===== src/design/inc_dec_button_pair_events_unit_defines.svh =====
// ----------------------------------------------------------------------------
// Assertion macros for the inc/dec button pair event unit
// Shared property forms, clocked on i_clk and disabled while i_rst_n is low.
// ----------------------------------------------------------------------------
`ifndef INC_DEC_BUTTON_PAIR_EVENTS_UNIT_DEFINES_SVH
`define INC_DEC_BUTTON_PAIR_EVENTS_UNIT_DEFINES_SVH

// Consequent must hold in the same cycle as the antecedent
`define IDBPE_ASSERT_SAME(label, ante, cons) \
    label: assert property (@(posedge i_clk) disable iff (!i_rst_n) \
        (ante) |-> (cons)) else $error("assertion failed");

// Consequent must hold in the cycle after the antecedent
`define IDBPE_ASSERT_NEXT(label, ante, cons) \
    label: assert property (@(posedge i_clk) disable iff (!i_rst_n) \
        (ante) |=> (cons)) else $error("assertion failed");

`endif


===== src/design/idbpe_pkg.sv =====
// ----------------------------------------------------------------------------
// Inc/dec button pair event package
// Button state, press mode, event and register codes used by the unit.
// ----------------------------------------------------------------------------
package idbpe_pkg;

    localparam int TIME_W  = 32;
    localparam int DELAY_W = 16;
    localparam int BTN_W   = 2;
    localparam int MODE_W  = 2;
    localparam int EVENT_W = 3;
    localparam int ADDR_W  = 3;
    localparam int DATA_W  = 32;

    typedef logic [BTN_W-1:0]   t_btn;
    typedef logic [MODE_W-1:0]  t_mode;
    typedef logic [EVENT_W-1:0] t_event;
    typedef logic [TIME_W-1:0]  t_time;
    typedef logic [DELAY_W-1:0] t_delay;

    // debounced button states
    localparam t_btn ST_PRESSED  = 2'd0;
    localparam t_btn ST_RELEASED = 2'd1;
    localparam t_btn ST_FALL     = 2'd2;
    localparam t_btn ST_RISE     = 2'd3;

    // long-press mode
    localparam t_mode MODE_INITIAL     = 2'd0;
    localparam t_mode MODE_LONG        = 2'd1;
    localparam t_mode MODE_AFTER_RESET = 2'd2;

    // event codes
    localparam t_event EV_NONE      = 3'd0;
    localparam t_event EV_INC_SHORT = 3'd1;
    localparam t_event EV_INC_LONG  = 3'd2;
    localparam t_event EV_INC_HOLD  = 3'd3;
    localparam t_event EV_DEC_SHORT = 3'd4;
    localparam t_event EV_DEC_LONG  = 3'd5;
    localparam t_event EV_DEC_HOLD  = 3'd6;
    localparam t_event EV_RESET     = 3'd7;

    // register index, taken from address bit 2
    localparam logic REG_LONG_DELAY   = 1'b0;
    localparam logic REG_REPEAT_DELAY = 1'b1;

    localparam t_delay LONG_DELAY_RST   = 16'd450;
    localparam t_delay REPEAT_DELAY_RST = 16'd200;

endpackage


===== src/design/inc_dec_button_pair_events_unit.sv =====
// ----------------------------------------------------------------------------
// Inc/dec button pair event unit
// Turns each poll tick of two debounced buttons into one event code.
// ----------------------------------------------------------------------------
// Datapath: input register, then decision logic into the result register.
// Throughput: 1 item per cycle while the result channel is not stalled; the press
//   mode and repeat stamp update in the same cycle that the decision is made.
// Reset (synchronous, active low): press mode initial, repeat stamp zero,
//   delays 450 ms and 200 ms, both pipeline stages empty.
`include "inc_dec_button_pair_events_unit_defines.svh"

module inc_dec_button_pair_events_unit (
    input  logic                             i_clk,
    input  logic                             i_rst_n,
    // input channel
    input  logic                             i_in_valid,
    output logic                             o_in_stall,
    input  logic [idbpe_pkg::BTN_W-1:0]      i_incr_state,
    input  logic [idbpe_pkg::BTN_W-1:0]      i_decr_state,
    input  logic [idbpe_pkg::TIME_W-1:0]     i_incr_stable_ms,
    input  logic [idbpe_pkg::TIME_W-1:0]     i_decr_stable_ms,
    input  logic [idbpe_pkg::TIME_W-1:0]     i_now_ms,
    // result channel
    output logic                             o_out_valid,
    input  logic                             i_out_stall,
    output logic [idbpe_pkg::EVENT_W-1:0]    o_event_res,
    // configuration port
    input  logic                             psel,
    input  logic                             penable,
    input  logic                             pwrite,
    input  logic [idbpe_pkg::ADDR_W-1:0]     paddr,
    input  logic [idbpe_pkg::DATA_W-1:0]     pwdata,
    output logic [idbpe_pkg::DATA_W-1:0]     prdata,
    output logic                             pready
);

    // configuration registers
    idbpe_pkg::t_delay r_long_delay;
    idbpe_pkg::t_delay r_repeat_delay;

    // input stage
    logic                r_in_valid;
    idbpe_pkg::t_btn     r_incr_state;
    idbpe_pkg::t_btn     r_decr_state;
    idbpe_pkg::t_time    r_incr_stable;
    idbpe_pkg::t_time    r_decr_stable;
    idbpe_pkg::t_time    r_now;

    // block state
    idbpe_pkg::t_mode    r_mode;
    idbpe_pkg::t_time    r_stamp;

    // result stage
    logic                r_out_valid;
    idbpe_pkg::t_event   r_event;

    idbpe_pkg::t_mode    n_mode;
    idbpe_pkg::t_time    n_stamp;
    idbpe_pkg::t_event   n_event;

    logic                adv;
    logic                fire;
    logic                in_accept;
    logic                cfg_wr;

    logic                inc_rel;
    logic                dec_rel;
    logic                sel_inc;
    idbpe_pkg::t_time    sel_stable;
    idbpe_pkg::t_time    since_stamp;
    logic                hold_due;
    logic                long_due;

    // ------------------------------------------------------------------
    // Handshake
    // ------------------------------------------------------------------
    assign adv        = !r_out_valid || !i_out_stall;
    assign fire       = r_in_valid && adv;
    assign o_in_stall = r_in_valid && !adv;
    assign in_accept  = i_in_valid && !o_in_stall;

    assign o_out_valid = r_out_valid;
    assign o_event_res = r_event;

    // ------------------------------------------------------------------
    // Configuration port
    // ------------------------------------------------------------------
    assign pready = 1'b1;
    assign cfg_wr = psel && penable && pwrite && pready;

    always_comb begin
        prdata = '0;
        if (paddr[2] == idbpe_pkg::REG_LONG_DELAY) begin
            prdata[idbpe_pkg::DELAY_W-1:0] = r_long_delay;
        end else begin
            prdata[idbpe_pkg::DELAY_W-1:0] = r_repeat_delay;
        end
    end

    always_ff @(posedge i_clk) begin
        if (!i_rst_n) begin
            r_long_delay   <= idbpe_pkg::LONG_DELAY_RST;
            r_repeat_delay <= idbpe_pkg::REPEAT_DELAY_RST;
        end else if (cfg_wr) begin
            if (paddr[2] == idbpe_pkg::REG_LONG_DELAY) begin
                r_long_delay <= pwdata[idbpe_pkg::DELAY_W-1:0];
            end else begin
                r_repeat_delay <= pwdata[idbpe_pkg::DELAY_W-1:0];
            end
        end
    end

    // ------------------------------------------------------------------
    // Input register
    // ------------------------------------------------------------------
    always_ff @(posedge i_clk) begin
        if (!i_rst_n) begin
            r_in_valid <= 1'b0;
        end else if (!r_in_valid || adv) begin
            r_in_valid <= i_in_valid;
        end
    end

    always_ff @(posedge i_clk) begin
        if (in_accept) begin
            r_incr_state  <= i_incr_state;
            r_decr_state  <= i_decr_state;
            r_incr_stable <= i_incr_stable_ms;
            r_decr_stable <= i_decr_stable_ms;
            r_now         <= i_now_ms;
        end
    end

    // ------------------------------------------------------------------
    // Decision logic
    // ------------------------------------------------------------------
    // released or on a release edge
    assign inc_rel = (r_incr_state == idbpe_pkg::ST_RELEASED) ||
                     (r_incr_state == idbpe_pkg::ST_RISE);
    assign dec_rel = (r_decr_state == idbpe_pkg::ST_RELEASED) ||
                     (r_decr_state == idbpe_pkg::ST_RISE);

    // long-press path follows the increment button when it is pressed, else the decrement button
    assign sel_inc     = (r_incr_state == idbpe_pkg::ST_PRESSED);
    assign sel_stable  = sel_inc ? r_incr_stable : r_decr_stable;
    assign since_stamp = r_now - r_stamp;
    assign hold_due    = since_stamp >= {{(idbpe_pkg::TIME_W-idbpe_pkg::DELAY_W){1'b0}},
                                         r_repeat_delay};
    assign long_due    = sel_stable >= {{(idbpe_pkg::TIME_W-idbpe_pkg::DELAY_W){1'b0}},
                                        r_long_delay};

    always_comb begin
        n_event = idbpe_pkg::EV_NONE;
        n_mode  = r_mode;
        n_stamp = r_stamp;
        priority if (r_incr_state == idbpe_pkg::ST_RELEASED &&
                     r_decr_state == idbpe_pkg::ST_RELEASED) begin
            n_event = idbpe_pkg::EV_NONE;
        end else if (inc_rel && dec_rel) begin
            // last button let go: rearm long press
            n_mode = idbpe_pkg::MODE_INITIAL;
        end else if (r_incr_state == idbpe_pkg::ST_FALL &&
                     r_decr_state == idbpe_pkg::ST_FALL) begin
            n_event = idbpe_pkg::EV_RESET;
            n_mode  = idbpe_pkg::MODE_AFTER_RESET;
        end else if (r_incr_state == idbpe_pkg::ST_FALL) begin
            if (r_decr_state == idbpe_pkg::ST_PRESSED) begin
                n_event = idbpe_pkg::EV_RESET;
                n_mode  = idbpe_pkg::MODE_AFTER_RESET;
            end else begin
                n_event = idbpe_pkg::EV_INC_SHORT;
            end
        end else if (r_decr_state == idbpe_pkg::ST_FALL) begin
            if (r_incr_state == idbpe_pkg::ST_PRESSED) begin
                n_event = idbpe_pkg::EV_RESET;
                n_mode  = idbpe_pkg::MODE_AFTER_RESET;
            end else begin
                n_event = idbpe_pkg::EV_DEC_SHORT;
            end
        end else if (r_incr_state == idbpe_pkg::ST_PRESSED &&
                     r_decr_state == idbpe_pkg::ST_PRESSED) begin
            n_event = idbpe_pkg::EV_NONE;
        end else if (r_mode != idbpe_pkg::MODE_AFTER_RESET &&
                     (r_incr_state == idbpe_pkg::ST_PRESSED ||
                      r_decr_state == idbpe_pkg::ST_PRESSED)) begin
            if (r_mode == idbpe_pkg::MODE_LONG) begin
                if (hold_due) begin
                    n_stamp = r_stamp + {{(idbpe_pkg::TIME_W-idbpe_pkg::DELAY_W){1'b0}},
                                         r_repeat_delay};
                    n_event = sel_inc ? idbpe_pkg::EV_INC_HOLD : idbpe_pkg::EV_DEC_HOLD;
                end
            end else if (long_due) begin
                n_mode  = idbpe_pkg::MODE_LONG;
                n_stamp = r_now;
                n_event = sel_inc ? idbpe_pkg::EV_INC_LONG : idbpe_pkg::EV_DEC_LONG;
            end
        end else begin
            n_event = idbpe_pkg::EV_NONE;
        end
    end

    // ------------------------------------------------------------------
    // State and result registers
    // ------------------------------------------------------------------
    always_ff @(posedge i_clk) begin
        if (!i_rst_n) begin
            r_mode  <= idbpe_pkg::MODE_INITIAL;
            r_stamp <= '0;
        end else if (fire) begin
            r_mode  <= n_mode;
            r_stamp <= n_stamp;
        end
    end

    always_ff @(posedge i_clk) begin
        if (!i_rst_n) begin
            r_out_valid <= 1'b0;
        end else if (adv) begin
            r_out_valid <= r_in_valid;
        end
    end

    always_ff @(posedge i_clk) begin
        if (fire) begin
            r_event <= n_event;
        end
    end

    // ------------------------------------------------------------------
    // Assertions
    // ------------------------------------------------------------------
    `IDBPE_ASSERT_NEXT(a_fire_gives_result, fire, r_out_valid)
    `IDBPE_ASSERT_NEXT(a_reset_sets_mode, fire && n_event == idbpe_pkg::EV_RESET,
        r_mode == idbpe_pkg::MODE_AFTER_RESET)
    `IDBPE_ASSERT_NEXT(a_long_takes_stamp,
        fire && (n_event == idbpe_pkg::EV_INC_LONG || n_event == idbpe_pkg::EV_DEC_LONG),
        r_stamp == $past(r_now) && r_mode == idbpe_pkg::MODE_LONG)
    `IDBPE_ASSERT_SAME(a_no_long_after_reset,
        r_in_valid && r_mode == idbpe_pkg::MODE_AFTER_RESET,
        n_event != idbpe_pkg::EV_INC_LONG && n_event != idbpe_pkg::EV_DEC_LONG &&
        n_event != idbpe_pkg::EV_INC_HOLD && n_event != idbpe_pkg::EV_DEC_HOLD)

endmodule

===== config.mk =====
export PLATFORM = sky130hd
export DESIGN_NAME = inc_dec_button_pair_events_unit
export DESIGN_NICKNAME = d
export VERILOG_FILES = /design/src/design/idbpe_pkg.sv /design/src/design/inc_dec_button_pair_events_unit.sv
export VERILOG_INCLUDE_DIRS = /design/src /design/src/design
export SDC_FILE = /design/constraint.sdc
export NUM_CORES = 1
export LEC_CHECK = 0
export ABC_AREA = 0
export BUFFER_PORTS_ARGS = -buffer_cell sky130_fd_sc_hd__buf_4
export CAP_MARGIN = 20
export CORE_MARGIN = 2
export CORE_UTILIZATION = 59
export CTS_BUF_LIST = sky130_fd_sc_hd__clkbuf_4 sky130_fd_sc_hd__clkbuf_8
export DETAILED_ROUTE_END_ITERATION = 6
export GPL_TIMING_DRIVEN = 0
export PLACE_DENSITY = 0.82
export SYNTH_ARGS = -nofsm -noshare
export SYNTH_HDL_FRONTEND = slang
export SYNTH_SLANG_ARGS = --single-unit

===== constraint.sdc =====
create_clock -name i_clk -period 8.2 [get_ports i_clk]
set_input_delay 1.64 -clock i_clk [delete_from_list [all_inputs] [get_ports i_clk]]
set_output_delay 1.64 -clock i_clk [all_outputs]
set_load 0.01 [all_outputs]

==> impl_metrics.json <==
{
  "wl_mm": 28.0,
  "io_buffers": 143,
  "route.detailed.drc": 0,
  "cts-root-buf": "clkbuf_8",
  "grt_pass1_wl_mm": 43.9,
  "drive_gt1_frac": 0.203,
  "pwr-share-seq": 0.496,
  "peakVddDrop_mv": 0.143,
  "grtUsageTotal": 0.301,
  "finalMaxSlewViolations": 0,
  "htree_levels": 4,
  "relSlewSlack": 0.372,
  "crit_path_start_kind": "flop",
  "place_ws_ns": 2.93,
  "dr.first_iter.drc_count": 648,
  "arrival_ns": 5.81,
  "finalNonFillerCells": 1533,
  "dp.cells": 1501,
  "synthArstFlopShare": 0,
  "cts_tree": "done",
  "placed_area_um2": 12000,
  "synth_edf_count": 103,
  "criticalPathCategory": "reg2reg",
  "fin_hold_ws_ns": 0.462,
  "p_sw_frac": 0.311,
  "yosysWarnings": 0,
  "multiInputGateArea_um2": 5510,
  "ys_seq_area_frac": 0.421,
  "drv_cap": 0,
  "worst_slack_ns": 2.78,
  "routedWlPerCell_um": 18.3,
  "p_per_area_nw_per_um2": 158,
  "finalHoldViolCount": 0,
  "core_um2": 17400,
  "path_max_fanout": 10,
  "worst_slew_pin_slew_ns": 0.941,
  "holdBufCountCts": 0,
  "syn_inst": 1116,
  "p_leak_uw": 0.00482,
  "io_pins": 180,
  "fmaxAchievable_ghz": 0.185,
  "synth_area_um2": 10600,
  "fin_crit_ns": 5.42,
  "antenna_found_initial": 0,
  "clock_sinks": 171,
  "p_int_uw": 1360,
  "syn_avg_cell_area_um2": 9.48,
  "setup_viol": 0,
  "status": "finished, final reports clean",
  "start_util": 0.608,
  "pwr-share-clk": 0.307,
  "fillerInstances": 1334,
  "gr-total-overflow": 0,
  "drtPass1Iterations": 6,
  "rsz0062_at_grt": "false",
  "ant_nets": 0,
  "dieWidth_um": 138,
  "synth_top_flop_cell": "edfxtp_1",
  "fin_crit_sh": 0.661,
  "regArea_um2": 4450,
  "combPwrFrac": 0.197,
  "tns_ns": 0,
  "switchingPower_uw": 613,
  "num_antenna_cells": 0,
  "design_area_um2": 12400,
  "cts-resized-gates": 0,
  "syn_to_final_growth_pct": 17.6,
  "crit_required_ns": 8.59,
  "dr_total_vias": 9279,
  "std_cell_rows": 48,
  "die_y_um": 138,
  "path_clk_slew_ns": 0.10,
  "clock_latency_ns": 0.49,
  "post_cts_buffers": 0,
  "layout_commonest_cell": "buf_4",
  "clock_path_buffers": 2,
  "numCtsBuffers": 17,
  "synthDistinctLibCells": 87,
  "ys_ff_latch": 171,
  "routed_via_density": 6.05,
  "grt_pass1_vias": 8740,
  "gp_congestion": 0.947,
  "final_cell_mix": "buf_4, nand2_1, edfxtp_1",
  "hold_class": "reg2reg",
  "hpwl_mm": 21.7,
  "finalClockSkew_ns": 0.0236,
  "num-nets-final": 1518,
  "grt_max_degree": 38,
  "worstSetupEndpointType": "flop",
  "dieArea_um2": 19000
}
==> cells in the mapped netlist, types with 4 or more instances <==
cell type / n / area share
ha_1: 79 / 0.093
buf_1: 6 / 0.0021
a21o_1: 18 / 0.013
nand4_1: 12 / 0.0071
dfxtp_1: 68 / 0.13
buf_4: 21 / 0.015
or2_2: 5 / 0.0030
a31o_2: 6 / 0.0050
edfxtp_1: 103 / 0.29
xnor2_1: 13 / 0.011
a31oi_1: 6 / 0.0035
nand2b_1: 8 / 0.0047
o211ai_1: 14 / 0.0099
o2111ai_1: 4 / 0.0033
nor3b_1: 5 / 0.0035
and2_1: 5 / 0.0030
a2111oi_2: 4 / 0.0057
nor2_1: 61 / 0.022
o22ai_1: 11 / 0.0065
clkbuf_1: 32 / 0.011
buf_2: 7 / 0.0033
nor3_1: 16 / 0.0076
inv_1: 85 / 0.030
o21a_1: 8 / 0.0057
nand2_1: 149 / 0.053
a21oi_1: 95 / 0.045
mux2_2: 17 / 0.018
xor2_1: 12 / 0.0099
and4_1: 5 / 0.0041
nand3_1: 23 / 0.011
a311oi_1: 4 / 0.0033
a211o_1: 6 / 0.0050
nor4_1: 11 / 0.0065
a211oi_1: 26 / 0.018
o31ai_1: 10 / 0.0071
nor2b_1: 9 / 0.0053
and3_1: 8 / 0.0047
mux2i_1: 6 / 0.0057
a2111oi_4: 5 / 0.013
or3_1: 7 / 0.0041
o21ai_0: 54 / 0.026
==> logic make-up (layout without fill, tap and decap cells) <==
kind of cell,Yosys count,count (layout),synth area share
and+or+nand+nor,337,337,0.150
AOI/OAI and AO/OA,321,321,0.219
DFF,171,171,0.421
buffers and inverters,153,330,0.0648
adders and majority gates,82,82,0.0981
xor gates and xnor gates,25,25,0.0207
muxes,25,25,0.0259
other,2,17,0.000710
==> metrics by stage <==
stage	power, uW	util
after CTS	1970	0.715
final	1970	0.715
after global routing	2050	0.715
after floorplan	1250	-
after global placement	1370	0.689
after detailed placement	1380	0.691
==> critical path, stage by stage (launching register included) <==
cell and delay (ns):
edfxtp_1 0.37, buf_2 0.18, nor2_1 0.34, clkbuf_1 0.56
clkbuf_1 0.52, mux2_2 0.40, ha_1 0.29, nand4_1 0.19
nor3_1 0.27, a21oi_1 0.25, a211o_1 0.36, nor2_1 0.62
clkbuf_1 0.54, nand3_1 0.20, a221oi_2 0.23
==> power by group through the flow <==
stage,registers (uW),clock network [uW],logic [uW]
global placement,1000,0,370
finish,978,606,388
global route,980,644,430
detailed placement,996,0,381
floorplan,991,0,254
CTS,977,610,383
==> final timing paths <==
path / endpoint / slack (ns) / from / cells past startpoint
worst max register to register: r_stamp[25] / 2.78 / r_incr_state[0] / 14
worst max-delay path: r_stamp[25] / 2.78 / r_incr_state[0] / 14
worst min register to register: r_long_delay[3] / 0.46 / r_long_delay[3] / 2
worst min-delay path: r_long_delay[3] / 0.46 / r_long_delay[3] / 2
==> area by class of cell <==
class	instances	area share
plain buffers	68	0.0295
clock buffers	18	0.0194
clock inverters	14	0.0132
inverters	85	0.0256
multi-input cells	807	0.442
flip-flops and latches	171	0.358
well taps	225	0.0226
repair buffers	145	0.0895
==> registers in the layout, indices dropped and copies added (netlist names) <==
name and flops:
r_stamp 32, r_repeat_delay 16, o_event_res 3, r_now 32, r_decr_state 2, r_in_valid 1, r_incr_state 2, r_incr_stable 32
o_out_valid 1, r_decr_stable 32, r_mode 2, r_long_delay 16
==> per-layer routing <==
metal / global-route usage / wire length [um]
met1: 0.377 / 11200
met2: 0.492 / 12900
met3: 0.0804 / 2730
met4: 0.126 / 1070
met5: 0 / 0
Power figures use the tool's default switching activity.
